File: src/rtl/core/ppbs_pkg.sv
package ppbs_pkg;

    localparam int STACK_DEPTH = 16;
    localparam int ADDR_W      = $clog2(STACK_DEPTH);
    localparam int CNT_W       = $clog2(STACK_DEPTH + 1);
    localparam int SCORE_W     = 16;
    localparam int DEPTH_W     = 5;

    localparam logic [1:0] OP_RET  = 2'd0;
    localparam logic [1:0] OP_PUSH = 2'd1;
    localparam logic [1:0] OP_POP  = 2'd2;

    localparam logic [SCORE_W-1:0] SCORE_MAX = {SCORE_W{1'b1}};

    typedef enum logic [1:0] {
        PH_PRE,
        PH_PUSH,
        PH_POP,
        PH_OFF
    } phase_t;

    typedef struct packed {
        logic [1:0] op;
        logic [7:0] operand;
    } in_word_t;

    typedef struct packed {
        logic [SCORE_W-1:0] score;
        logic [DEPTH_W-1:0] best_depth;
        logic               function_counted;
    } out_word_t;

    typedef struct packed {
        logic               valid;
        logic               is_ret;
        logic               is_pop;
        logic               qualify;
        logic [CNT_W-1:0]   pair_depth;
        logic [7:0]         operand;
    } trk_word_t;

endpackage

File: src/rtl/core/ppbs_stack_ram.sv
module ppbs_stack_ram (
    input  logic                       clk,
    input  logic                       we,
    input  logic [ppbs_pkg::ADDR_W-1:0] waddr,
    input  logic [7:0]                 wdata,
    input  logic                       re,
    input  logic [ppbs_pkg::ADDR_W-1:0] raddr,
    output logic [7:0]                 rdata
);
    import ppbs_pkg::*;

    logic [7:0] mem [STACK_DEPTH];
    logic [7:0] rdata_reg;

    always_ff @(posedge clk)
    begin
        if (we)
        begin
            mem[waddr] <= wdata;
        end
        if (re)
        begin
            rdata_reg <= mem[raddr];
        end
    end

    assign rdata = rdata_reg;

endmodule

File: src/rtl/core/ppbs_track.sv
module ppbs_track (
    input  logic                        clk,
    input  logic                        rst_n,
    input  logic                        advance,
    input  logic                        item_valid,
    input  ppbs_pkg::in_word_t          item,
    output ppbs_pkg::trk_word_t         stage,
    output logic                        mem_we,
    output logic [ppbs_pkg::ADDR_W-1:0] mem_waddr,
    output logic [7:0]                  mem_wdata,
    output logic                        mem_re,
    output logic [ppbs_pkg::ADDR_W-1:0] mem_raddr
);
    import ppbs_pkg::*;

    phase_t           phase_reg, phase_next;
    logic [CNT_W-1:0] count_reg, count_next;
    logic [CNT_W-1:0] pair_reg, pair_next;
    logic [CNT_W-1:0] count_dec;
    trk_word_t        stage_reg, stage_next;
    logic             accept;
    logic             push_ok;
    logic             pop_ok;

    assign accept    = advance && item_valid;
    assign count_dec = count_reg - 1'b1;
    assign push_ok   = (phase_reg == PH_PRE || phase_reg == PH_PUSH)
                       && (count_reg < CNT_W'(STACK_DEPTH));
    assign pop_ok    = (phase_reg == PH_PUSH || phase_reg == PH_POP)
                       && (count_reg != '0);

    always_comb
    begin
        phase_next = phase_reg;
        count_next = count_reg;
        pair_next  = pair_reg;
        mem_we     = 1'b0;
        mem_re     = 1'b0;
        mem_waddr  = count_reg[ADDR_W-1:0];
        mem_raddr  = count_dec[ADDR_W-1:0];
        mem_wdata  = item.operand;

        stage_next            = stage_reg;
        stage_next.valid      = accept;
        if (accept)
        begin
            stage_next.is_ret     = 1'b0;
            stage_next.is_pop     = 1'b0;
            stage_next.qualify    = 1'b0;
            stage_next.pair_depth = pair_reg;
            stage_next.operand    = item.operand;
            case (item.op)
                OP_RET:
                begin
                    stage_next.is_ret  = 1'b1;
                    stage_next.qualify = (phase_reg == PH_POP) && (pair_reg > CNT_W'(1))
                                         && (count_reg == '0);
                    phase_next = PH_PRE;
                    count_next = '0;
                    pair_next  = '0;
                end
                OP_PUSH:
                begin
                    if (push_ok)
                    begin
                        phase_next = PH_PUSH;
                        count_next = count_reg + 1'b1;
                        mem_we     = 1'b1;
                    end
                    else
                    begin
                        phase_next = PH_OFF;
                    end
                end
                OP_POP:
                begin
                    if (pop_ok)
                    begin
                        phase_next        = PH_POP;
                        count_next        = count_dec;
                        pair_next         = pair_reg + 1'b1;
                        mem_re            = 1'b1;
                        stage_next.is_pop = 1'b1;
                    end
                    else
                    begin
                        phase_next = PH_OFF;
                    end
                end
                default:
                begin
                end
            endcase
        end
        else if (!advance)
        begin
            stage_next = stage_reg;
        end
    end

    always_ff @(posedge clk or negedge rst_n)
    begin
        if (!rst_n)
        begin
            phase_reg <= PH_PRE;
            count_reg <= '0;
            pair_reg  <= '0;
            stage_reg <= '0;
        end
        else
        begin
            phase_reg <= phase_next;
            count_reg <= count_next;
            pair_reg  <= pair_next;
            stage_reg <= stage_next;
        end
    end

    assign stage = stage_reg;

endmodule

File: src/rtl/core/ppbs_score.sv
module ppbs_score (
    input  logic                clk,
    input  logic                rst_n,
    input  logic                advance,
    input  ppbs_pkg::trk_word_t stage,
    input  logic [7:0]          rdata,
    output logic                result_valid,
    output ppbs_pkg::out_word_t result
);
    import ppbs_pkg::*;

    logic [SCORE_W-1:0] count_reg, count_next;
    logic [DEPTH_W-1:0] best_reg, best_next;
    logic               off_reg, off_next;
    logic               valid_reg;
    out_word_t          result_reg, result_next;
    logic               counted;
    logic               take;

    assign take = advance && stage.valid;

    always_comb
    begin
        count_next = count_reg;
        best_next  = best_reg;
        off_next   = off_reg;
        counted    = 1'b0;
        if (take)
        begin
            if (stage.is_ret)
            begin
                counted  = stage.qualify && !off_reg;
                off_next = 1'b0;
                if (counted)
                begin
                    if (count_reg != SCORE_MAX)
                    begin
                        count_next = count_reg + 1'b1;
                    end
                    if (DEPTH_W'(stage.pair_depth) > best_reg)
                    begin
                        best_next = DEPTH_W'(stage.pair_depth);
                    end
                end
            end
            else if (stage.is_pop && (rdata != stage.operand))
            begin
                off_next = 1'b1;
            end
        end
        result_next.score            = (count_next == SCORE_W'(1)) ? '0 : count_next;
        result_next.best_depth       = best_next;
        result_next.function_counted = counted;
    end

    always_ff @(posedge clk or negedge rst_n)
    begin
        if (!rst_n)
        begin
            count_reg <= '0;
            best_reg  <= '0;
            off_reg   <= 1'b0;
            valid_reg <= 1'b0;
        end
        else
        begin
            count_reg <= count_next;
            best_reg  <= best_next;
            off_reg   <= off_next;
            if (advance)
            begin
                valid_reg <= stage.valid;
            end
        end
    end

    always_ff @(posedge clk)
    begin
        if (take)
        begin
            result_reg <= result_next;
        end
    end

    assign result_valid = valid_reg;
    assign result       = result_reg;

endmodule

File: src/rtl/core/push_pop_balance_scorer_top.sv
// Scores a stream of classified 8051 instructions (return, push, pop) for
// balanced register saving and returns one result word per input word: the
// running count of qualifying functions (shown as zero while it is one), the
// best matched depth and a flag for the return that closed a qualifying
// function. Each word passes a two-stage pipeline (stack tracking with the
// RAM access, then compare and scoring into the output register), and one
// word is taken every cycle while the output is drained. The pushed operands
// sit in a 16-entry synchronous RAM; a pop reads its entry at acceptance and
// the scoring stage compares it with the popped operand. A stall on the
// result side holds the whole pipeline and stalls the input.
module push_pop_balance_scorer_top (
    input  logic                clk,
    input  logic                rst_n,
    input  logic                item_valid,
    output logic                item_stall,
    input  ppbs_pkg::in_word_t  item,
    output logic                result_valid,
    input  logic                result_stall,
    output ppbs_pkg::out_word_t result
);
    import ppbs_pkg::*;

    trk_word_t         stage;
    logic              advance;
    logic              mem_we;
    logic              mem_re;
    logic [ADDR_W-1:0] mem_waddr;
    logic [ADDR_W-1:0] mem_raddr;
    logic [7:0]        mem_wdata;
    logic [7:0]        mem_rdata;

    assign advance    = !result_valid || !result_stall;
    assign item_stall = !advance;

    ppbs_track u_track (
        .clk        (clk),
        .rst_n      (rst_n),
        .advance    (advance),
        .item_valid (item_valid),
        .item       (item),
        .stage      (stage),
        .mem_we     (mem_we),
        .mem_waddr  (mem_waddr),
        .mem_wdata  (mem_wdata),
        .mem_re     (mem_re),
        .mem_raddr  (mem_raddr)
    );

    ppbs_stack_ram u_ram (
        .clk   (clk),
        .we    (mem_we),
        .waddr (mem_waddr),
        .wdata (mem_wdata),
        .re    (mem_re),
        .raddr (mem_raddr),
        .rdata (mem_rdata)
    );

    ppbs_score u_score (
        .clk          (clk),
        .rst_n        (rst_n),
        .advance      (advance),
        .stage        (stage),
        .rdata        (mem_rdata),
        .result_valid (result_valid),
        .result       (result)
    );

endmodule
File: config.mk
export PLATFORM = sky130hd
export DESIGN_NAME = push_pop_balance_scorer_top
export DESIGN_NICKNAME = d
export VERILOG_FILES = /design/src/rtl/core/ppbs_pkg.sv /design/src/rtl/core/ppbs_stack_ram.sv /design/src/rtl/core/ppbs_track.sv /design/src/rtl/core/ppbs_score.sv /design/src/rtl/core/push_pop_balance_scorer_top.sv
export SDC_FILE = /design/constraint.sdc
export NUM_CORES = 1
export LEC_CHECK = 0
export ABC_AREA = 1
export BUFFER_PORTS_ARGS = -buffer_cell sky130_fd_sc_hd__buf_2
export CAP_MARGIN = 20
export CORE_MARGIN = 2
export CORE_UTILIZATION = 66
export DETAILED_ROUTE_END_ITERATION = 8
export HOLD_SLACK_MARGIN = 0.1
export PLACE_DENSITY = 0.86
export SLEW_MARGIN = 15
export SYNTH_ARGS = -nofsm -noshare
export SYNTH_HDL_FRONTEND = slang
export SYNTH_SLANG_ARGS = --single-unit
File: constraint.sdc
create_clock -name clk -period 5.9 [get_ports clk]
set_clock_uncertainty 0.2 [all_clocks]
set_input_delay 0.885 -clock clk [delete_from_list [all_inputs] [get_ports clk]]
set_output_delay 0.885 -clock clk [all_outputs]
set_load 0.01 [all_outputs]
Word level (Yosys, flattened, before mapping)
Memory sizes are Yosys's and may differ from the RTL's. A register that Yosys moved wholly into a read port is not among the register bits.
Cells that the tools add are included.

cells by class
  equal/unequal tests = 9
  add/subtract/negate cells = 4
  reduce and logical (&&, ||, !) cells = 27
  magnitude comparators = 3
  muxes and demuxes = 31

operators by type and width
  kind                                                           number
  two-way mux 16 bit                                             5
  two-way mux 5 bit                                              7
  two-way mux 17 bit                                             1
  adder 16 x 1 -> 16 bit, second input constant                  1
  equality test 16 x 1 -> 1 bit, second input constant           1
  inequality test 16 bit, second input constant                  1
  case mux 5 bit (3 select lines)                                1
  two-way mux 1 bit                                              14
  adder 5 x 1 -> 5 bit, second input constant                    2
  case mux 5 bit (2 select lines)                                1
  logical AND 1 bit                                              8
  inequality test 8 bit                                          1
  case mux 2 bit (3 select lines)                                1
  nonzero test 2 bit                                             3
  greater-than comparator 5 x 1 -> 1 bit, second input constant  1
  greater-than comparator 5 bit                                  1
  logical NOT 5 bit                                              1
  less-than comparator 5 bit, second input constant              1
  nonzero test 5 bit                                             1
  subtractor 5 x 1 -> 5 bit, second input constant               1
  equality test 2 x 1 -> 1 bit, second input constant            2
  equality test 2 bit, second input constant                     2
  logical NOT 1 bit                                              4
  logical NOT 2 bit                                              2
  other kinds (7)                                                11

word-level totals
  output and inout bits = 24
  input bits = 14
  memories = 1
  register bits = 74
  logic and storage cells = 91
  RAM bits = 128

memories
  memory     depth  bits a word  rd ports  clocked after memory_dff  write ports  line                  text
  u_ram.mem  16     8            1         1                         1            ppbs_stack_ram.sv:12  logic [7:0] mem [STACK_DEPTH];

Logic depth before layout (Yosys ltp)
  depth after elaboration = 8
  depth in mapped cells = 14
  depth with buffers taken out = 14

By module
Synthesis repeated with hierarchy kept, for this count alone.

second synthesis, totals
  cell total of the unflattened synthesis = 1,048
  area total of the unflattened synthesis = 9,923.3 um^2

modules (own cells, without submodules)
  module                       seq. area each (um^2)  cells each  area an instance (um^2)  instances
  ppbs_stack_ram               4,083.9                551         5,846.9                  1
  ppbs_score                   1,236.2                289         2,368.5                  1
  ppbs_track                   725.7                  206         1,697.9                  1
  push_pop_balance_scorer_top  0.0                    2           10.0                     1

Worst setup path before layout
No wires, ideal clock.

  path kind = in2reg
  start point = input port result_stall
  end point = register u_score.result_reg, in the netlist u_score.result[6], data pin
  cell stages on the path = 12
  arrival time = 2.133 ns
  path slack = 3.316 ns
  buffers on the path = 0
  setup time = 0.252 ns
  data required time = 5.448 ns
  path through = nand2_2 nand2_2 inv_2 nand2_2 nor2_4 nand2_1 nand2_1 o21ai_1 nor2_1 nand3_1 nor2_1 nor2_1

between the ends
  word-level cells in the longest chain between the ends = 5

ends and longest elaborated chain
  item                              line                               text
  start, declared                   push_pop_balance_scorer_top.sv:18  input logic result_stall,
  logical NOT 1 bit                 push_pop_balance_scorer_top.sv:32  assign advance = !result_valid || !result_stall;
  logical OR 1 bit                  push_pop_balance_scorer_top.sv:32
  logical AND 1 bit                 ppbs_score.sv:20                   assign take = advance && stage.valid;
  named net u_score.take            ppbs_score.sv:18                   logic take;
  two-way mux 16 bit                ppbs_score.sv:28                   if (take)
  named net u_score.count_next[12]  ppbs_score.sv:12                   logic [SCORE_W-1:0] count_reg, count_next;
  equality test 16 x 1 -> 1 bit     ppbs_score.sv:51                   result_next.score = (count_next == SCORE_W'(1)) ? '0 : count_next;
  end signal, assigned              ppbs_score.sv:81                   result_reg <= result_next;
  end, declared                     ppbs_score.sv:16                   out_word_t result_reg, result_next;

The timed path passes the listed nets, and every way through them passes these cells.
A chain may end at the register's enable or synchronous reset.

Final worst setup path
  start point = register u_track.count_reg[0]
  end point = register u_ram.rdata_reg[7], in the netlist u_ram.rdata[7] (read register of u_ram.mem), data pin

between the ends
  word-level cells in the longest chain between the ends = 5
  elaborated cells between the ends (all ways) = 6
  classes of those cells = add/sub (1); mux (3); reduce/logical (2)

ends and longest elaborated chain
  item                    line                  text
  start, declared         ppbs_track.sv:17      logic [CNT_W-1:0] count_reg, count_next;
  start signal, assigned  ppbs_track.sv:113     count_reg <= count_next;
  nonzero test 5 bit      ppbs_track.sv:30      && (count_reg != '0);
  logical AND 1 bit       ppbs_track.sv:30
  two-way mux 1 bit       ppbs_track.sv:77      if (pop_ok)
  two-way mux 1 bit       ppbs_track.sv:52      case (item.op)
  two-way mux 1 bit       ppbs_track.sv:45      if (accept)
  end, declared           ppbs_stack_ram.sv:13  logic [7:0] rdata_reg;

Parallel ways exist; a longest one is shown, timed or not.

==> results.json <==
{
  "antenna_found_initial": 0,
  "ctsResizeCount": 0,
  "dieArea_um2": 14900,
  "synth-simple-area-share_pct": 15.79,
  "clk_latency_ns": 0.53,
  "grt_max_degree": 69,
  "end_kind": "flip-flop",
  "seq_area_frac_synth_pct": 65.73,
  "outcome": "finished clean",
  "port_buffers": 37,
  "grt_pass1_wl_um": 31490,
  "finalInstanceArea_um2": 10240,
  "synth_common_cells": "edfxtp_1, nor2_1, nand2_1, inv_1, o21ai_0",
  "initial_core_util_pct": 67.04,
  "period_minus_slack_ns": 3.881,
  "dpl-instance-area_um2": 9502,
  "drt_first_pass_iters": 7,
  "startpoint_type": "flip-flop",
  "vias": 6356,
  "finalNetCount": 892,
  "clk_path_buf_depth": 3,
  "clock.fmax_ghz": 0.2576,
  "fp.coreArea_um2": 13720,
  "ant_nets": 0,
  "fp.dieW_um": 122.1,
  "largest_reg_flops": 128,
  "synth.most_common_cell": "edfxtp_1",
  "powerDensity_nw_per_um2": 399.6,
  "synth_top_area_share_pct": 51.58,
  "drive_gt1_share_pct": 12.36,
  "crit_type": "flip-flop to flip-flop",
  "finalCritPeriodShare_pct": 65.78,
  "total_power_mw": 4.091,
  "gp_congestion": 0.9657,
  "cap_violations": 0,
  "hold_class": "input pin to async pin",
  "cts_sinks": 210,
  "netlist_top_cells_area": "edfxtp_1, dfrtp_1, nor2_1",
  "finalHoldViolations": 0,
  "ir_drop_v": 0.0002911,
  "setup_viol": 0,
  "drv_slew": 0,
  "synth_top_cell_by_area": "edfxtp_1",
  "leakagePower_nw": 3.931,
  "post_cts_buffers": 0,
  "numCtsBuffers": 22,
  "diodes": 0,
  "cts_tree": "done",
  "synth_area_um2": 9198,
  "cts-htree-levels": 1,
  "cp.required_ns": 5.97,
  "critPathSlowestCell": "xnor2_1",
  "avgRoutedWirePerCell_um": 18.80,
  "synth_area_per_cell_um2": 11.22,
  "yosys_warnings": 0,
  "syn_inst": 820,
  "synthXorXnorAreaFrac_pct": 1.129,
  "rsz0062_at_grt": "false",
  "pin_count": 38,
  "async_reset_ff_share_pct": 24.76,
  "dp.cells": 1011,
  "setup_tns_ns": 0,
  "synth_seq_cells": 210,
  "arrival_ns": 3.95,
  "synth_top_family_by_area": "simple AND/OR/NAND/NOR gates",
  "drt_iter0_drc": 1078,
  "synthMuxAreaShare_pct": 0.9795,
  "final_util_pct": 74.62,
  "clk_pin_slew_ns": 0.06,
  "synthFlopType": "edfxtp_1",
  "synth_compound_area_share_pct": 8.965,
  "grt_overflow": 0,
  "slowest_delay_ns": 0.60,
  "hold_buffers": 0,
  "synth_adder_area_share_pct": 2.721,
  "max_slew_margin_pct": 35.00,
  "crit_chain": "buf_4 -> inv_2 -> ha_1 -> xnor2_1 -> inv_1 -> o211ai_1 -> o21ai_0",
  "ctsRootBufferMaster": "clkbuf_16",
  "crit_buf_inv": 3,
  "layout_setup_ws_ns": 2.019,
  "ys_types": 40,
  "vias_per_cell": 6.030,
  "synth_edf_count": 158,
  "worst_pin_slew_ns": 0.9736,
  "hpwlAfterDp_um": 12740,
  "areaGrowthSynthToFinish_pct": 11.30,
  "synth_nets": 854,
  "final_cells": 1054,
  "whs_ns": 0.2958,
  "track_usage_pct": 27.88,
  "pre_cts_ws_ns": 2.100,
  "chipHeight_um": 122.1,
  "grt_pass1_vias": 6167,
  "path_delay_family": "buffers and inverters",
  "worstPathMaxFanout": 68,
  "routed_wl_um": 19810,
  "drc": 0,
  "rows": 43
}
-- final timing paths --
path	startpoint	end	slack (ns)	cells after the start
min in group clk	u_track.stage[6]$_DFFE_PN0P_	u_track.stage[6]$_DFFE_PN0P_	0.31	2
worst max-delay path	u_track.count_reg[0]$_DFFE_PN0P_	u_ram.rdata[7]$_DFFE_PP_	2.02	7
worst max register to register	u_track.count_reg[0]$_DFFE_PN0P_	u_ram.rdata[7]$_DFFE_PP_	2.02	7
max in group asynchronous	rst_n	u_track.count_reg[0]$_DFFE_PN0P_	4.72	2
worst min-delay path	rst_n	u_track.stage[6]$_DFFE_PN0P_	0.30	2
worst min register to register	u_track.stage[6]$_DFFE_PN0P_	u_track.stage[6]$_DFFE_PN0P_	0.31	2
-- final cells by class --
cell class,count,area (um2)
Inverter,80,300.3
Clock buffer,30,590.6
Multi-Input combinational cell,501,2721
Sequential cell,210,6047
Tap cell,180,225.2
Fill cell,862,3482
Clock inverter,10,130.1
Timing Repair Buffer,43,222.7
-- per-layer routing --
metal	GRT usage (%)	routed length (um)	up-vias
li1	-	-	2927
met1	35.48	7434	3002
met2	47.38	9791	361
met3	5.618	1734	66
met4	10.99	851	0
met5	0	0	-
-- where the power goes --
group / internal (mW) / total (mW) / switching, mW
Clock: 0.798 / 1.35 / 0.555
Sequential: 1.70 / 1.76 / 0.0586
Combinational: 0.313 / 0.978 / 0.665
-- cells by family (layout without fill, tap and decap cells) --
family / count (synthesis) / count (layout)
mux: 9 / 9
xor+xnor: 11 / 11
flops: 210 / 210
fa+ha+maj: 20 / 20
compound gates: 132 / 132
simple gates: 329 / 329
buf+inv: 109 / 163
-- cell usage in the layout, fill, tap and decap left out, types with 11 or more instances in the layout --
| cell | n |
|---|---|
| edfxtp_1 | 158 |
| nor2_1 | 135 |
| nand2_1 | 113 |
| inv_1 | 73 |
| o21ai_0 | 64 |
| dfrtp_1 | 51 |
| buf_2 | 38 |
| nand3_1 | 36 |
| o32ai_1 | 23 |
| clkbuf_16 | 22 |
| ha_1 | 20 |
| a21oi_1 | 11 |
Note: power is estimated with default switching activity, not from simulation.
